[src/hdl/rmyb_fifo.sv]
// Small register queue with a combinational head, used for the operation queue
// and the result queue. Depends on nothing; the writer never overfills it.
module rmyb_fifo #(
  parameter int W     = 8,
  parameter int DEPTH = 2
) (
  input  logic                         clk,
  input  logic                         rst_n,
  input  logic                         wr_en,
  input  logic [W-1:0]                 wr_data,
  input  logic                         rd_en,
  output logic [W-1:0]                 rd_data,
  output logic                         full,
  output logic                         empty,
  output logic [$clog2(DEPTH+1)-1:0]   count
);
  localparam int PW = (DEPTH > 1) ? $clog2(DEPTH) : 1;
  localparam int CW = $clog2(DEPTH+1);

  logic [W-1:0]  mem_r [DEPTH];
  logic [PW-1:0] wp_r, rp_r;
  logic [CW-1:0] cnt_r;

  assign rd_data = mem_r[rp_r];
  assign full    = (cnt_r == CW'(DEPTH));
  assign empty   = (cnt_r == '0);
  assign count   = cnt_r;

  always_ff @(posedge clk) begin
    if (wr_en) begin
      mem_r[wp_r] <= wr_data;
    end
  end

  always_ff @(posedge clk) begin
    if (!rst_n) begin
      wp_r  <= '0;
      rp_r  <= '0;
      cnt_r <= '0;
    end else begin
      if (wr_en) begin
        wp_r <= (wp_r == PW'(DEPTH-1)) ? '0 : wp_r + 1'b1;
      end
      if (rd_en) begin
        rp_r <= (rp_r == PW'(DEPTH-1)) ? '0 : rp_r + 1'b1;
      end
      cnt_r <= cnt_r + CW'(wr_en) - CW'(rd_en);
    end
  end
endmodule

[config.mk]
export PLATFORM = sky130hd
export DESIGN_NAME = rmyb_fifo
export DESIGN_NICKNAME = d
export VERILOG_FILES = /design/src/hdl/rmyb_fifo.sv
export SDC_FILE = /design/constraint.sdc
export NUM_CORES = 1
export LEC_CHECK = 0
export BUFFER_PORTS_ARGS = -buffer_cell sky130_fd_sc_hd__buf_4
export CORE_ASPECT_RATIO = 1.2
export CORE_MARGIN = 10
export CORE_UTILIZATION = 40
export CTS_BUF_LIST = sky130_fd_sc_hd__clkbuf_4 sky130_fd_sc_hd__clkbuf_8
export DETAILED_ROUTE_END_ITERATION = 8
export GPL_ROUTABILITY_DRIVEN = 0
export GPL_TIMING_DRIVEN = 0
export PLACE_DENSITY = 0.64
export SLEW_MARGIN = 20
export SYNTH_ARGS = -nofsm -noshare
export SYNTH_HDL_FRONTEND = slang
export SYNTH_SLANG_ARGS = --single-unit
[constraint.sdc]
create_clock -name clk -period 1.88 [get_ports clk]
set_clock_uncertainty 0.05 [all_clocks]
set_input_delay 0.188 -clock clk [delete_from_list [all_inputs] [get_ports clk]]
set_output_delay 0.188 -clock clk [all_outputs]
set_load 0.05 [all_outputs]
==> impl_metrics.tcl <==
set metrics [dict create \
    synth_seq_cells 21 \
    p_per_area_mw_per_mm2 1057 \
    cts_buffers 3 \
    p_leak_nw 0.4222 \
    grt_max_degree 12 \
    hold_viol 0 \
    cp_data_required_time_ns 1.64 \
    tns_ns 0 \
    synth_cells 46 \
    clock-sinks 21 \
    core_mm2 0.001872 \
    ctsLongestPathBuffers 2 \
    status "complete, no violations" \
    ios 24 \
    drv_cap 0 \
    worstSkewPairLatency_ns 0.28 \
    crit_arrival_ns 1.36 \
    wl_per_cell_um 14.79 \
    cts_resized 0 \
    drt-initial-drc-count 4 \
    hold_path_class "in2reg" \
    antenna_found_initial 0 \
    setup_viol 0 \
    avgSynthCellArea_um2 17.41 \
    fin_crit_ns 1.596 \
    rows 17 \
    fp.dieH_um 69.02 \
    initial_utilization_pct 42.78 \
    vias_per_cell 4.946 \
    gr-total-overflow 0 \
    ant_nets 0 \
    grt_pass1_vias 508 \
    grt_usage_pct 6.444 \
    die_x_um 60.85 \
    num_antenna_cells 0 \
    worst_setup_path_end_kind "output port" \
    cts_tree "done" \
    tightest_slew_ns 0.7903 \
    synth_cell_types 12 \
    critical_path.top_delay_family "buffers and inverters" \
    drt_pass1_iterations 2 \
    synth_top_cell_by_area "edfxtp_1" \
    grt_pass1_wl_mm 2.118 \
    ys_seq_area_share_pct 72.50 \
    rsz0062_at_grt "false" \
    cts_setup_buffers 0 \
    max_slew_margin_pct 47.20 \
    synth.net_count 60 \
    numPortBuffers 23 \
    yosys_warnings 0 \
    syn-cell-area_um2 800.8 \
    crit_path_start_kind "flip-flop" \
    cts_hold_buf 0 \
    fin_nets 88 \
    critPathBufInv 2 \
    min_period_over_period_pct 84.92 \
    crit_chain "buf_2 -> mux2_2 -> buf_4" \
    utilization_pct 54.88 \
    clk_pin_slew_ns 0.11 \
    critPathMaxFanout 8 \
    crit_path_max_incr_delay_ns 0.36 \
    crit_slowest_cell "mux2_2" \
    drc 0 \
    clockRootBuffer "clkbuf_4" \
    synth_top_area_share_pct 60.00 \
    area_growth_pct 28.28 \
    peakVddDrop_v 0.0005923 \
    hpwlAfterDp_mm 1.098 \
    htree_levels 1 \
    timing.fmax_ghz 0.6264 \
    critPathKind "reg2out" \
    die-area_mm2 0.004199 \
    synth.area.top_cells "edfxtp_1 60%, dfxtp_1 13%, mux2_2 11%, and2_1 3.1%, ha_1 3.1%" \
    vias 455 \
    wl_mm 1.361 \
    slew_violations 0 \
    drive_gt1_share_pct 49.32 \
]
==> path summary, 6_finish.rpt <==
kind         startpoint           to  slack (ns)  cells after the start
max           flip-flop   rd_data[0]        0.28                      3
min          wr_data[3]  mem_r[1][3]        0.03                      1
max reg2reg    count[0]     count[1]        0.39                      6
min reg2reg        rp_r    flip-flop        0.54                      2
==> sequential cells by signal, summed over array words and instances, names as in the netlist, named ones only <==
register,count
mem_r,16
wp_r,1
rp_r,1
count,2
==> layout make-up <==
type / instances / area, um2
fillers: 168 / 844.6
flip-flops and latches: 21 / 580.6
multi-input cells: 22 / 207.7
repair buffers: 23 / 172.7
clock buffers: 4 / 30.03
well taps: 19 / 23.77
inverters: 2 / 7.507
plain buffers: 1 / 5.005
==> layout by cell type, fill, tap and decap left out, drive strengths merged <==
cell	instances
clkbuf	4
nor2	1
xnor3	1
o21a	1
inv	2
buf	24
mux2	8
edfxtp	16
ha	2
dfxtp	5
xor2	1
nor2b	4
and2	4
==> synth_stat cells <==
library cell  instances
inv_1                 2
dfxtp_1               5
ha_1                  2
edfxtp_1             16
nor2b_1               4
and2_1                4
mux2_2                8
xor2_1                1
nor2_1                1
buf_2                 1
o21a_1                1
xnor3_1               1
==> metrics by stage <==
step           setup WS [ns]  area (um2)  cells  power (W)  hold WS [ns]
2_1_floorplan         0.1342       800.8     46  0.0007838        0.2369
5_1_grt               0.1990        1027     92   0.001127       0.01145
3_5_place_dp          0.3960       997.2     88  0.0008861        0.3267
6_report              0.2836        1027     92   0.001085       0.02877
3_3_place_gp          0.4353       997.2     88  0.0008795        0.3239
4_1_cts               0.2584        1027     92   0.001101       0.02005
==> cell families (layout without fill, tap and decap cells) <==
kind of cell | Yosys count | count (layout) | share of synthesized area (%)
multiplexers | 8 | 8 | 11.25
AND/OR/NAND/NOR | 9 | 9 | 6.717
XOR/XNOR | 2 | 2 | 3.906
buffers and inverters | 3 | 30 | 1.562
flip-flops | 21 | 21 | 72.50
AO/OA/AOI/OAI | 1 | 1 | 0.9378
adder cells (fa/ha/maj) | 2 | 2 | 3.125
==> worst register-to-register path, stage by stage, from the launching register on <==
cell	delay, ns
dfxtp_1	0.39
inv_1	0.06
ha_1	0.27
inv_1	0.05
ha_1	0.14
xnor3_1	0.37
nor2b_1	0.10
==> per-layer routing <==
metal	vias up	GRT usage, %	share of wire (%)
met5	-	0	0
met4	0	2.190	0.29
met3	2	3.839	9.7
met2	16	11.53	52
met1	216	5.502	38
li1	221	-	-
==> report_power, final <==
part | internal (W) | switching [W]
Clock | 0.0000967 | 0.000119
Combinational | 0.000119 | 0.000200
Sequential | 0.000534 | 0.0000169
Total | 0.000750 | 0.000336
No activity file was read; power rests on OpenSTA's default activity.
