==> src/hdl/rmyb_pkg.sv <==
// Shared types, constants and colour coefficients for the raster to MCU blocker.
// Used by every module of the block but rmyb_fifo; depends on nothing else.
package rmyb_pkg;

  localparam int MAX_WIDTH_DEF  = 2048;
  localparam int MAX_FACTOR_DEF = 2;
  localparam int BLOCK_SIZE     = 8;
  localparam int OUT_DEPTH      = 4;
  localparam int OPQ_DEPTH      = 2;

  // Fixed-point colour coefficients, 16 fraction bits.
  localparam logic [15:0] C_YR  = 16'd19595;
  localparam logic [15:0] C_YG  = 16'd38470;
  localparam logic [15:0] C_YB  = 16'd7471;
  localparam logic [15:0] C_CBR = 16'd11056;
  localparam logic [15:0] C_CBG = 16'd21712;
  localparam logic [15:0] C_HALF = 16'd32768;
  localparam logic [15:0] C_CRG = 16'd27440;
  localparam logic [15:0] C_CRB = 16'd5328;
  localparam logic [25:0] C_OFS = 26'd8388608;

  typedef enum logic [2:0] {
    REG_WIDTH  = 3'd0,
    REG_HEIGHT = 3'd1,
    REG_WIDE   = 3'd2,
    REG_TALL   = 3'd3,
    REG_GRAY   = 3'd4
  } reg_idx_t;

  typedef enum logic [1:0] {
    OP_REFUSE = 2'd0,
    OP_PUSH   = 2'd1,
    OP_PULL   = 2'd2
  } op_kind_t;

  typedef struct packed {
    logic       func;
    logic [7:0] red;
    logic [7:0] green;
    logic [7:0] blue;
  } in_t;

  typedef struct packed {
    logic       accepted;
    logic [7:0] luma;
    logic [7:0] chroma_blue;
    logic [7:0] chroma_red;
    logic       last_of_mcu;
    logic       last_of_image;
  } out_t;

  typedef struct packed {
    op_kind_t   kind;
    logic [7:0] red;
    logic [7:0] green;
    logic [7:0] blue;
    logic       last_mcu;
    logic       last_img;
  } op_t;

endpackage

==> src/hdl/rmyb_front.sv <==
// Front end: configuration registers, stream position counters and the
// classification of each transaction into push, pull or refusal. Uses rmyb_pkg.
module rmyb_front #(
  parameter int MAX_WIDTH  = rmyb_pkg::MAX_WIDTH_DEF,
  parameter int MAX_FACTOR = rmyb_pkg::MAX_FACTOR_DEF,
  parameter int AW         = 15
) (
  input  logic                 clk,
  input  logic                 rst_n,
  input  logic                 cfg_we,
  input  logic [2:0]           cfg_index,
  input  logic [15:0]          cfg_data,
  input  logic                 item_valid,
  input  rmyb_pkg::in_t        item,
  output logic                 op_valid,
  output rmyb_pkg::op_t        op,
  output logic [AW-1:0]        op_addr,
  output logic                 gray
);
  import rmyb_pkg::*;

  localparam int XW   = $clog2(MAX_WIDTH);
  localparam int ROWS = BLOCK_SIZE * MAX_FACTOR;
  localparam int YW   = $clog2(ROWS);
  localparam int HW   = $clog2(ROWS + 1);
  localparam int WW   = (XW + 1 > 12) ? XW + 1 : 12;
  localparam int BW   = WW + 1;

  logic [11:0]   width_r;
  logic [15:0]   height_r;
  logic [1:0]    wide_r, tall_r;
  logic          gray_r;

  logic [YW-1:0] push_row_r, push_row_nxt;
  logic [XW-1:0] push_col_r, push_col_nxt;
  logic          ready_r, ready_nxt;
  logic [HW-1:0] valid_rows_r, valid_rows_nxt;
  logic [15:0]   row_base_r, row_base_nxt;
  logic [BW-1:0] x_base_r, x_base_nxt;
  logic [YW-1:0] in_row_r, in_row_nxt;
  logic [YW-1:0] in_col_r, in_col_nxt;

  logic [WW-1:0] eff_w;
  logic [15:0]   eff_h;
  logic [1:0]    fw, ft;
  logic [HW-1:0] mw, mh;
  logic [15:0]   left;
  logic [HW-1:0] need;
  logic [BW-1:0] xs;
  logic [HW-1:0] ys;
  logic [16:0]   next_base;
  logic          row_end, mcu_end, strip_end;

  assign gray = gray_r;

  always_comb begin
    eff_w = WW'(width_r);
    if (width_r == '0) begin
      eff_w = WW'(1);
    end else if (WW'(width_r) > WW'(MAX_WIDTH)) begin
      eff_w = WW'(MAX_WIDTH);
    end
    eff_h = (height_r == '0) ? 16'd1 : height_r;
    fw = (wide_r == '0) ? 2'd1 : ((32'(wide_r) > MAX_FACTOR) ? 2'(MAX_FACTOR) : wide_r);
    ft = (tall_r == '0) ? 2'd1 : ((32'(tall_r) > MAX_FACTOR) ? 2'(MAX_FACTOR) : tall_r);
    mw = gray_r ? HW'(BLOCK_SIZE) : HW'(HW'(fw) * HW'(BLOCK_SIZE));
    mh = gray_r ? HW'(BLOCK_SIZE) : HW'(HW'(ft) * HW'(BLOCK_SIZE));
    left = (eff_h > row_base_r) ? eff_h - row_base_r : 16'd1;
    need = (left < 16'(mh)) ? HW'(left) : mh;
  end

  always_comb begin
    push_row_nxt   = push_row_r;
    push_col_nxt   = push_col_r;
    ready_nxt      = ready_r;
    valid_rows_nxt = valid_rows_r;
    row_base_nxt   = row_base_r;
    x_base_nxt     = x_base_r;
    in_row_nxt     = in_row_r;
    in_col_nxt     = in_col_r;
    op             = '0;
    op.kind        = OP_REFUSE;
    op.red         = item.red;
    op.green       = item.green;
    op.blue        = item.blue;
    op_addr        = '0;
    op_valid       = item_valid;
    row_end        = 1'b0;
    mcu_end        = 1'b0;
    strip_end      = 1'b0;
    next_base      = 17'(row_base_r) + 17'(mh);

    xs = x_base_r + BW'(in_col_r);
    if (xs > BW'(eff_w - 1'b1)) begin
      xs = BW'(eff_w - 1'b1);
    end
    if (valid_rows_r == '0) begin
      ys = '0;
    end else if (HW'(in_row_r) > valid_rows_r - 1'b1) begin
      ys = valid_rows_r - 1'b1;
    end else begin
      ys = HW'(in_row_r);
    end

    if (cfg_we) begin
      op_valid       = 1'b0;
      push_row_nxt   = '0;
      push_col_nxt   = '0;
      ready_nxt      = 1'b0;
      valid_rows_nxt = '0;
      row_base_nxt   = '0;
      x_base_nxt     = '0;
      in_row_nxt     = '0;
      in_col_nxt     = '0;
    end else if (item_valid && !item.func) begin
      if (!ready_r) begin
        op.kind = OP_PUSH;
        op_addr = {push_row_r, push_col_r};
        if (WW'(push_col_r) + 1'b1 >= eff_w) begin
          push_col_nxt = '0;
          push_row_nxt = push_row_r + 1'b1;
          if (HW'(push_row_r) + 1'b1 >= need) begin
            ready_nxt      = 1'b1;
            valid_rows_nxt = need;
            push_row_nxt   = '0;
            x_base_nxt     = '0;
            in_row_nxt     = '0;
            in_col_nxt     = '0;
          end
        end else begin
          push_col_nxt = push_col_r + 1'b1;
        end
      end
    end else if (item_valid) begin
      if (ready_r) begin
        op.kind = OP_PULL;
        op_addr = {ys[YW-1:0], xs[XW-1:0]};
        row_end = (HW'(in_col_r) + 1'b1 >= mw);
        mcu_end = row_end && (HW'(in_row_r) + 1'b1 >= mh);
        strip_end = mcu_end && (x_base_r + BW'(mw) >= BW'(eff_w));
        in_col_nxt = row_end ? '0 : in_col_r + 1'b1;
        if (row_end) begin
          in_row_nxt = mcu_end ? '0 : in_row_r + 1'b1;
        end
        if (mcu_end) begin
          op.last_mcu = 1'b1;
          x_base_nxt  = x_base_r + BW'(mw);
        end
        if (strip_end) begin
          x_base_nxt     = '0;
          ready_nxt      = 1'b0;
          valid_rows_nxt = '0;
          if (next_base >= 17'(eff_h)) begin
            op.last_img  = 1'b1;
            row_base_nxt = '0;
          end else begin
            row_base_nxt = next_base[15:0];
          end
        end
      end
    end
  end

  always_ff @(posedge clk) begin
    if (!rst_n) begin
      width_r      <= 12'd8;
      height_r     <= 16'd8;
      wide_r       <= 2'd1;
      tall_r       <= 2'd1;
      gray_r       <= 1'b0;
      push_row_r   <= '0;
      push_col_r   <= '0;
      ready_r      <= 1'b0;
      valid_rows_r <= '0;
      row_base_r   <= '0;
      x_base_r     <= '0;
      in_row_r     <= '0;
      in_col_r     <= '0;
    end else begin
      if (cfg_we) begin
        unique case (cfg_index)
          REG_WIDTH:  width_r  <= cfg_data[11:0];
          REG_HEIGHT: height_r <= cfg_data;
          REG_WIDE:   wide_r   <= cfg_data[1:0];
          REG_TALL:   tall_r   <= cfg_data[1:0];
          REG_GRAY:   gray_r   <= cfg_data[0];
          default: ;
        endcase
      end
      // An unknown index leaves the stream position alone.
      if (!cfg_we || cfg_index <= REG_GRAY) begin
        push_row_r   <= push_row_nxt;
        push_col_r   <= push_col_nxt;
        ready_r      <= ready_nxt;
        valid_rows_r <= valid_rows_nxt;
        row_base_r   <= row_base_nxt;
        x_base_r     <= x_base_nxt;
        in_row_r     <= in_row_nxt;
        in_col_r     <= in_col_nxt;
      end
    end
  end
endmodule

==> config.mk <==
export PLATFORM = sky130hd
export DESIGN_NAME = rmyb_front
export DESIGN_NICKNAME = d
export VERILOG_FILES = /design/src/hdl/rmyb_pkg.sv /design/src/hdl/rmyb_front.sv
export SDC_FILE = /design/constraint.sdc
export NUM_CORES = 1
export LEC_CHECK = 0
export BUFFER_PORTS_ARGS = -buffer_cell sky130_fd_sc_hd__buf_2
export CAP_MARGIN = 20
export CORE_ASPECT_RATIO = 0.6
export CORE_MARGIN = 1
export CORE_UTILIZATION = 45
export CTS_CLUSTER_SIZE = 10
export DETAILED_ROUTE_END_ITERATION = 16
export PLACE_DENSITY = 0.68
export SYNTH_ARGS = -nofsm -noshare
export SYNTH_HDL_FRONTEND = slang
export SYNTH_SLANG_ARGS = --single-unit
==> constraint.sdc <==
create_clock -name clk -period 5.23 [get_ports clk]
set_clock_uncertainty 0.2 [all_clocks]
set_input_delay 0.2615 -clock clk [delete_from_list [all_inputs] [get_ports clk]]
set_output_delay 0.2615 -clock clk [all_outputs]
set_load 0.03 [all_outputs]
==> results.md, run 1 <==
* GRT Overall Usage at 0.267
* Yosys top cell area share at 0.226
* Post-synth ARST share at 0
* GP Congestion at 0.983
* Max Root-Sink Buffers at 2
* Drt wl/cell at around 18 um
* First-pass GRT wire length at between 30 and 40 mm
* Kind of critical path: reg2reg
* Placed insts at 1235
* Mapped Area at roughly 0.0074 mm2
* I/O Buffers at 44
* Crit path DAT at around 5.4 ns
* Worst R2R Path Depth at 26
* Number of global-route vias before repair at roughly 6600
* Place WS at -0.375 ns
* Routed WL at about 23 mm
* Initial DRT Pass Iterations at 5
* Post-synth top cells: nand2_1 (138), a21oi_1 (96), ha_1 (91)
* Area after DPL at around 0.0081 mm2
* Post-DP HPWL at ~17 mm
* Root buf cell: clkbuf_16
* Fin. Hold Viols at 0
* Count leader, synth: nand2_1
* Final Cell Area at 0.00906 mm2
* CTS tree: yes
* Post-synthesis cell count at around 1000
* Final std cells w/o fill at about 1300
* H-tree level count at 3
* Largest net degree at the start of global routing at 35
* Chip Height at ~100 um
* Io pins at 93
* Total gr overflow at 0
* Area leader, netlist: dfxtp_1
* Failing checks: negative setup slack
* Vias per cell at 5.74
* Final WS setup at -0.0575 ns
* Layout cells sized above 1 at 0.232
* Fin. max-slew vios at 0
* Die area at approximately 0.017 mm2
* CTS buffer count at 9
* Ant diodes at 0
* Seq/Total Area, Yosys at 0.226
* RSZ-0062 raised after global routing: yes
* VDD IR-drop max at between 0.1 and 0.15 mV
* Startpoint Class: flop
* CTS Sinks at 83
* Final setup fails at 4
* Final ANT Viol Nets at 0
* Final min period at roughly 5.3 ns
* Pwr Density at approximately 190 mW/mm2
* Main synth FF type: dfxtp_1
* Final worst path period share at 1.01
* Final nets at ~1200
* Yosys warns at 0
* Core box area at between 0.015 and 0.02 mm2
* Synth cell types at 73
* Die width at approximately 170 um
* DR iter-0 viols at 778
* Row count at 35
* Initial Utilization at 0.469
* Worst skew pair latency at about 0.35 ns
* Critical path data required time at 5.31 ns
* Post-route DRC at 0
* #FFs+latches synth at between 80 and 90
* Max_cap viols at 0
* Highest Clock Rate at about 190 MHz
* Worst-margin pin slew at ~1.0 ns
* Critical-path maximum fanout at 17
* Syn Area/Cell at 7.56 um2
* Area growth, synth to finish at 23.1%
* Setup crit end kind: flop
* Hold Path Cell Cnt at 3
* Number of synthesized flops with an enable pin at 0
* Pwr Total at 1700 uW
* Vias at around 7400
* Synth area leaders: dfxtp_1 (23%), ha_1 (15%), nand2_1 (7.0%), a21oi_1 (6.5%), xnor2_1 (3.6%)
* Tightest Hold Check Type: in2reg
* Static leakage at 0.00397 uW
* Max-Slew Margin vs Limit at 0.327
* Clk slew on worst S/H paths at 0.07 ns
* Run status: finished with violations
* Initial antenna violation count at 0
state kept, by name, indices dropped and copies added, names as in the netlist:
| register | cells |
|---|---|
| push_col_r | 11 |
| height_r | 16 |
| wide_r | 1 |
| gray | 1 |
| row_base_r | 13 |
| x_base_r | 10 |
| in_col_r | 4 |
| in_row_r | 4 |
| valid_rows_r | 5 |
| tall_r | 1 |
| ready_r | 1 |
| push_row_r | 4 |
| width_r | 12 |
final timing paths:
| path | from | end | slack (ns) |
|---|---|---|---|
| worst max-delay path | row_base_r[7] | x_base_r[5] | -0.06 |
| worst min-delay path | cfg_data[1] | width_r[1] | 0.01 |
| worst max register to register | row_base_r[7] | x_base_r[5] | -0.06 |
| worst min register to register | row_base_r[14] | row_base_r[14] | 0.28 |
stage by stage:
stage / TNS, ns / utilization / hold slack [ns]
after floorplan: 0 / - / 0.133
after CTS: -0.0106 / 0.558 / 0.0000915
after global routing: -4.45 / 0.578 / 0.0121
final: -0.168 / 0.578 / 0.00984
after global placement: -1.08 / 0.518 / 0.258
after detailed placement: -5.98 / 0.518 / 0.263
per-layer routing:
metal | GRT usage | part of all wire | up-vias
met5 | 0 | 0 | -
met4 | 0.0413 | 0.0057 | 0
met3 | 0.0636 | 0.097 | 17
met2 | 0.368 | 0.38 | 315
met1 | 0.415 | 0.52 | 3415
li1 | - | - | 3638
final cells by class:
type	instances	area, um2
tap	203	254
clock buffer	10	229
inverter	54	203
clock inverter	6	73.8
sequential	83	1670
timing repair buffer	165	1190
multi-input combinational	766	5440
fill	1427	6620
worst max-delay path: stages, from the launching register on:
cell	delay [ns]
dfxtp_2	0.34
inv_2	0.05
ha_4	0.25
o211a_1	0.25
o31a_1	0.13
a31oi_1	0.15
a21bo_2	0.26
o41ai_4	0.07
nor2_2	0.08
ha_2	0.20
a211oi_2	0.21
o2111ai_2	0.13
nor4b_2	0.27
o2111ai_1	0.15
o32a_1	0.44
nor2_4	0.17
and2_4	0.17
ha_4	0.11
nand2b_4	0.10
a21o_1	0.12
a21oi_2	0.06
o21ai_2	0.17
a31o_2	0.22
nand3_2	0.09
buf_12	0.18
or4b_1	0.47
a21oi_1	0.14
kinds of logic (layout without fill, tap and decap cells):
| group | after synthesis | after routing | synth area share |
|---|---|---|---|
| flip-flops | 83 | 83 | 0.226 |
| XOR/XNOR | 56 | 56 | 0.0667 |
| other | 2 | 3 | 0.00102 |
| multiplexers | 11 | 11 | 0.0150 |
| buffers and inverters | 125 | 235 | 0.0793 |
| AND/OR/NAND/NOR | 370 | 370 | 0.250 |
| adder cells (fa/ha/maj) | 93 | 93 | 0.160 |
| AO/OA/AOI/OAI | 233 | 233 | 0.202 |
placed cells by master, fill, tap and decap left out, drive strengths merged, types with 12 or more instances in the layout:
master | netlist | final
buf | 31 | 153
nand2 | 138 | 138
a21oi | 96 | 96
ha | 91 | 91
dfxtp | 83 | 83
nor2 | 57 | 57
inv | 54 | 56
o21ai | 41 | 41
nand3 | 39 | 39
xnor2 | 30 | 30
xor2 | 26 | 26
nor3 | 18 | 18
and3 | 16 | 16
nand2b | 13 | 13
nand4 | 12 | 12
dlygate4sd3 | 0 | 12
where the power goes:
| group | internal [uW] | switching [uW] | leakage (uW) |
|---|---|---|---|
| Clock | 377 | 296 | 0.000141 |
| Sequential | 640 | 12.5 | 0.000674 |
| Combinational | 171 | 201 | 0.00315 |
| Total | 1190 | 509 | 0.00397 |
timing repair:
item	in CTS	in global routing
endpoints found under the setup margin	29	37
pin swaps	12	21
hold buffers	12	0
buffers inserted	15	10
gates resized for setup	19	47
hold endpoints to repair	20	0
No activity file was read; power rests on OpenSTA's default activity.
==> run 2: changes to the inputs <==
- RECOVER_POWER: default -> 25
==> run 2 against run 1 <==
Effect of this change: the flow still finishes with violations (negative setup slack); combinational power about the same; maximum frequency about the same; clock-buffer cell count unchanged; utilization about the same; final cell count unchanged; routed wire length increased by 0.28%; critical path depth unchanged; first-iteration DRC count increased by 0.51%; die area unchanged; sequential share of layout area about the same; global-route usage unchanged; critical path type unchanged.
==> results.md, run 2 (same netlist as run 1, synthesis figures left out) <==
* Initial Utilization at 0.469 (unchanged)
* Largest Register: height_r
* Chip Height at 101 um (unchanged)
* DR iter-0 viols at 782 (+0.51%)
* Static leakage at 0.00396 uW (-0.20%)
* Vias per cell at 5.75 (+0.18%)
* Pwr Density at 188 mW/mm2 (+0.14%)
* GP Congestion at 0.983 (unchanged)
* Reg2reg end: x_base_r[5]
* Initial antenna violation count at 0 (unchanged)
* Fin. max-slew vios at 0 (unchanged)
* Hold Path End: width_r[1]
* H-tree level count at 3 (unchanged)
* Final setup fails at 4 (unchanged)
* HP Start: cfg_data[1]
* Hold Path Cell Cnt at 3 (unchanged)
* Post-route DRC at 0 (unchanged)
* Layout cells sized above 1 at 0.231 (-0.00185)
* Final WS setup at -0.0553 ns (+0.00225 ns)
* First-pass GRT wire length at 35.3 mm (unchanged)
* Row count at 35 (unchanged)
* Final ANT Viol Nets at 0 (unchanged)
* Filler cell count in the final layout at 1429 (+0.14%)
* Commonest non-fill, non-tap cell in the layout: nand2_1
* Final worst path period share at 1.01 (about the same)
* Largest net degree at the start of global routing at 35 (unchanged)
* GRT Overall Usage at 0.267 (unchanged)
* Initial DRT Pass Iterations at 5 (unchanged)
* Post-DP HPWL at 17.3 mm (unchanged)
* CTS buffer count at 9 (unchanged)
* Commonest cells after routing, fill and taps aside: nand2_1 (137), buf_4 (103), a21oi_1 (91)
* Kind of critical path: reg2reg
* Die width at 167 um (unchanged)
* Ant diodes at 0 (unchanged)
* Area growth, synth to finish at 23.1% (about the same)
* CTS Sinks at 83 (unchanged)
* Io pins at 93 (unchanged)
* Failing checks: negative setup slack
* Highest Clock Rate at 189 MHz (about the same)
* Run status: finished with violations
* Worst R2R Path Depth at 26 (unchanged)
* Max-Slew Margin vs Limit at 0.329 (+0.00187)
* Critical path data required time at 5.31 ns (about the same)
* Core box area at 0.0157 mm2 (unchanged)
* Final Util at 0.578 (about the same)
* RR Startpoint: row_base_r[7]
* I/O Buffers at 44 (unchanged)
* Clk slew on worst S/H paths at 0.07 ns (about the same)
* Crit path DAT at 5.37 ns (about the same)
* RSZ-0062 raised after global routing: yes
* Number of global-route vias before repair at 6638 (unchanged)
* Drt wl/cell at 17.7 um (+0.28%)
* Max_cap viols at 0 (unchanged)
* Startpoint Class: flop
* Setup crit end kind: flop
* Vias at 7398 (+0.18%)
* Tightest Hold Check Type: in2reg
* Pwr Total at 1700 uW (+0.11%)
* Total gr overflow at 0 (unchanged)
* VDD IR-drop max at 0.135 mV (about the same)
* Regs by FF count: height_r (16), row_base_r (13), width_r (12)
* Fin. Hold Viols at 0 (unchanged)
* Routed WL at 22.8 mm (+0.28%)
* Worst skew pair latency at 0.35 ns (about the same)
* Final min period at 5.29 ns (-0.00225 ns)
* Number of flip-flops in the largest register at 16 (unchanged)
* Die area at 0.0169 mm2 (unchanged)
* CTS tree: yes
* Final nets at 1220 (unchanged)
* Reg2reg setup slack at -0.06 ns (about the same)
* Worst-margin pin slew at 1.00 ns (-0.00279 ns)
* Root buf cell: clkbuf_16
* Max Root-Sink Buffers at 2 (unchanged)
* Critical-path maximum fanout at 17 (unchanged)
[run 2: worst max-delay path by stage]
stage                    from         endpoint  slack, ns
6_report        row_base_r[7]      x_base_r[5]      -0.06
5_1_grt         row_base_r[3]      x_base_r[5]      -0.27
4_1_cts         row_base_r[3]      x_base_r[6]      -0.01
3_5_place_dp    row_base_r[7]      x_base_r[6]      -0.38
3_3_place_gp   row_base_r[12]      in_row_r[2]      -0.12
2_1_floorplan  row_base_r[13]  valid_rows_r[2]       0.03
[run 2: per-layer routing]
layer	GRT usage	part of all wire	wire length [um]
met4	0.0413	0.0055	126
met2	0.368	0.38	8640
met3	0.0636	0.10	2310
met5	0	0	0
met1	0.415	0.51	11700
[run 2: area by class of cell]
type | count | area [um2] | share of cell area
clock inverters | 6 | 73.8 | 0.00815
well taps | 203 | 254 | 0.0281
inverters | 54 | 203 | 0.0224
flip-flops and latches | 83 | 1670 | 0.184
clock buffers | 10 | 229 | 0.0253
multi-input cells | 766 | 5440 | 0.601
repair buffers | 165 | 1190 | 0.131
[run 2: power breakdown]
group          switching [uW]  total [uW]  internal (uW)  leakage [uW]
Sequential               12.6         652            640      0.000674
Clock                     297         674            377      0.000141
Combinational             202         372            171       0.00315
[run 2: critical path, stage by stage, from the launching register on]
cell and delay, ns:
dfxtp_2 0.34, inv_2 0.05, ha_4 0.25, o211a_1 0.25, o31a_1 0.13, a31oi_1 0.15
a21bo_2 0.26, o41ai_4 0.07, nor2_2 0.08, ha_2 0.20, a211oi_2 0.21, o2111ai_2 0.13
nor4b_2 0.27, o2111ai_1 0.15, o32a_1 0.44, nor2_4 0.17, and2_4 0.17, ha_4 0.11
nand2b_4 0.10, a21o_1 0.12, a21oi_2 0.06, o21ai_2 0.17, a31o_2 0.21, nand3_2 0.09
buf_12 0.18, or4b_1 0.47, a21oi_1 0.14
[run 2: timing repair]
action / in CTS / in global routing
endpoints found under the setup margin: 29 / 37
gates resized for setup: 19 / 47
buffers inserted: 15 / 10
endpoints found under the hold margin: 20 / 0
hold buffers: 12 / 0
pin swaps: 12 / 21
[run 2: metrics by stage]
| step | TNS (ns) | hold WS, ns | worst slack (ns) | cells | instance area (um2) |
|---|---|---|---|---|---|
| after floorplan | 0 | 0.133 | 0.0294 | 974 | 7380 |
| after global placement | -1.08 | 0.258 | -0.122 | 1235 | 8120 |
| after detailed placement | -5.98 | 0.263 | -0.375 | 1235 | 8120 |
| after CTS | -0.0106 | 0.0000915 | -0.0106 | 1278 | 8750 |
| after global routing | -4.45 | 0.0121 | -0.273 | 1287 | 9050 |
| final | -0.161 | 0.00717 | -0.0553 | 1287 | 9050 |
==> run 3: changes to the inputs <==
- TNS_END_PERCENT: default -> 1
==> run 3 against run 2 <==
Effect of this change: the flow still finishes with violations (negative setup slack); cell area rose by 0.54%; final cell count rose by 0.31%; setup slack got worse by 0.047 ns; non-clock buffer count rose by 4; critical endpoint is now x_base_r[6]; maximum frequency fell by 0.88%; sequential power barely moved; routed wire length fell by 0.29%; clock-buffer cell count did not move; clock power barely moved; sequential share of layout area barely moved.
==> results.md, run 3 (same netlist as run 1, synthesis figures left out) <==
* Run status: finished with violations
* Failing checks: negative setup slack
* Psw at 511 uW (-0.14%)
* VDD IR-drop max at 0.131 mV (-3.1%)
* Largest Register: height_r
* Chip Height at 101 um (unchanged)
* Worst R2R Path Depth at 24 (-7.7%)
* Die area at 0.0169 mm2 (unchanged)
* Regs by FF count: height_r (16), row_base_r (13), width_r (12)
* Final ANT Viol Nets at 0 (unchanged)
* Commonest cells after routing, fill and taps aside: nand2_1 (138), buf_4 (107), a21oi_1 (91)
* Worst skew pair latency at 0.35 ns (about the same)
* Met2 Usage GRT at 0.363 (-0.00451)
* Critical path data required time at 5.32 ns (about the same)
* Layout cells sized above 1 at 0.238 (+0.00742)
* Die width at 167 um (unchanged)
* Final WS setup at -0.102 ns (-0.0470 ns)
* Gate power share at 0.223 (+0.004)
* CTS Sinks at 83 (unchanged)
* Core box area at 0.0157 mm2 (unchanged)
* Pwr Total at 1710 uW (+0.44%)
* RSZ-0062 raised after global routing: yes
* Tightest Hold Check Type: in2reg
* Commonest non-fill, non-tap cell in the layout: nand2_1
* CTS buffer count at 9 (unchanged)
* Final min period at 5.33 ns (+0.0470 ns)
* Initial antenna violation count at 0 (unchanged)
* GP Congestion at 0.983 (unchanged)
* Reg2reg setup slack at -0.10 ns (-0.05 ns)
* Static leakage at 0.00401 uW (+1.3%)
* Hold Path Cell Cnt at 3 (unchanged)
* Max-Slew Margin vs Limit at 0.331 (+0.00244)
* Routed WL at 22.7 mm (-0.29%)
* HP Start: cfg_data[2]
* RR Startpoint: height_r[13]
* Max_cap viols at 0 (unchanged)
* Initial Utilization at 0.469 (unchanged)
* Ant diodes at 0 (unchanged)
* Post-DP HPWL at 17.3 mm (unchanged)
* Clock power share at 0.395 (-0.002)
* Setup Total Neg Slack at -0.603 ns (-0.441 ns)
* H-tree level count at 3 (unchanged)
* Number of global-route vias before repair at 6633 (-0.075%)
* Met1 Use GR at 0.414 (-0.000958)
* Fin. max-slew vios at 0 (unchanged)
* Gr busiest metal: met1
* Hold Path End: height_r[2]
* Switching part of the total at 0.299 (-0.00175)
* WHS at 0.00710 ns (-0.0000742 ns)
* Seq pwr share at 0.382 (-0.002)
* Highest Clock Rate at 188 MHz (-0.88%)
* Fin. Hold Viols at 0 (unchanged)
* Reg2reg end: x_base_r[6]
* Filler cell count in the final layout at 1430 (+0.070%)
* Final worst path period share at 1.02 (+0.00898)
* Pwr Density at 187 mW/mm2 (about the same)
* Row count at 35 (unchanged)
* Area growth, synth to finish at 23.7%
* Startpoint Class: flop
* Post-route DRC at 0 (unchanged)
* Kind of critical path: reg2reg
* Drt wl/cell at 17.6 um (-0.60%)
* Vias per cell at 5.67 (-1.4%)
* Clk slew on worst S/H paths at 0.07 ns (about the same)
* Io pins at 93 (unchanged)
* Final setup fails at 14 (+10)
* Critical-path maximum fanout at 6 (-11)
* Crit path DAT at 5.42 ns (+0.05 ns)
* Final Util at 0.581 (+0.00311)
* Setup crit end kind: flop
* Vias at 7319 (-1.1%)
* First-pass GRT wire length at 35.2 mm (-0.39%)
* Largest net degree at the start of global routing at 35 (unchanged)
* Total gr overflow at 0 (unchanged)
* I/O Buffers at 44 (unchanged)
* GRT Overall Usage at 0.266 (-0.00121)
* DR iter-0 viols at 751 (-4.0%)
* CTS tree: yes
* Grt met3 use at 0.0644 (+0.000785)
* Max Root-Sink Buffers at 2 (unchanged)
* Final nets at 1224 (+0.33%)
* Number of flip-flops in the largest register at 16 (unchanged)
* Worst-margin pin slew at 0.998 ns (-0.00364 ns)
* Internal Power at 1200 uW (+0.70%)
* Initial DRT Pass Iterations at 5 (unchanged)
* Root buf cell: clkbuf_16
## run 3: worst max-delay path by stage
stage	start	endpoint	slack (ns)	cells after the start
finish	height_r[13]	x_base_r[6]	-0.10	24
global route	height_r[13]	x_base_r[6]	-0.31	25
CTS	row_base_r[3]	x_base_r[6]	-0.04	26
detailed placement	row_base_r[7]	x_base_r[6]	-0.38	25
global placement	row_base_r[12]	in_row_r[2]	-0.12	25
floorplan	row_base_r[13]	valid_rows_r[2]	0.03	25
## run 3: timing repair
item                                    in CTS  in global routing
buffers inserted                            14                 12
endpoints found under the setup margin      29                 38
pin swaps                                   10                 29
gates cloned                                 0                  2
hold endpoints to repair                    20                  0
hold buffers                                12                  0
resized for setup                           15                 53
## run 3: power by group through the flow
| stage | clock [uW] | combinational, uW | sequential, uW |
|---|---|---|---|
| 5_1_grt | 700 | 411 | 653 |
| 4_1_cts | 674 | 330 | 651 |
| 6_report | 674 | 380 | 652 |
| 3_3_place_gp | 0 | 304 | 665 |
| 3_5_place_dp | 0 | 304 | 665 |
| 2_1_floorplan | 0 | 230 | 662 |
## run 3: cell type report
| type | instances | area, um2 | area share |
|---|---|---|---|
| Sequential cell | 83 | 1680 | 0.184 |
| Tap cell | 203 | 254 | 0.0279 |
| Timing Repair Buffer | 169 | 1250 | 0.137 |
| Clock inverter | 6 | 73.8 | 0.00811 |
| Inverter | 54 | 203 | 0.0223 |
| Clock buffer | 10 | 229 | 0.0252 |
| Multi-Input combinational cell | 766 | 5420 | 0.595 |
## run 3: per-layer routing
metal / vias to the layer above / share of wire
met4: 0 / 0.0053
met5: - / 0
met1: 3385 / 0.52
met2: 281 / 0.38
met3: 15 / 0.10
li1: 3638 / -
## run 3: stage by stage
stage	instance area (um2)	instances	setup WS, ns
after floorplan	7380	974	0.0294
after global placement	8120	1235	-0.122
after detailed placement	8120	1235	-0.375
after CTS	8730	1277	-0.0425
after global routing	9100	1291	-0.314
final	9100	1291	-0.102
## run 3: critical path, cell delays in order, from the launching register on
cell       delay, ns
dfxtp_1         0.41
ha_4            0.24
and4_4          0.20
and3_4          0.17
a31oi_1         0.13
a21bo_2         0.26
o41ai_4         0.07
nor2_2          0.09
ha_2            0.20
a211oi_2        0.21
o2111ai_2       0.13
nor4b_2         0.27
o2111ai_1       0.15
o32a_1          0.44
nor2_4          0.18
buf_4           0.14
a21oi_2         0.05
ha_1            0.28
nand2_1         0.07
o21ai_2         0.19
a31o_2          0.22
nand3_4         0.14
buf_12          0.20
or4_4           0.48
a21oi_2         0.13
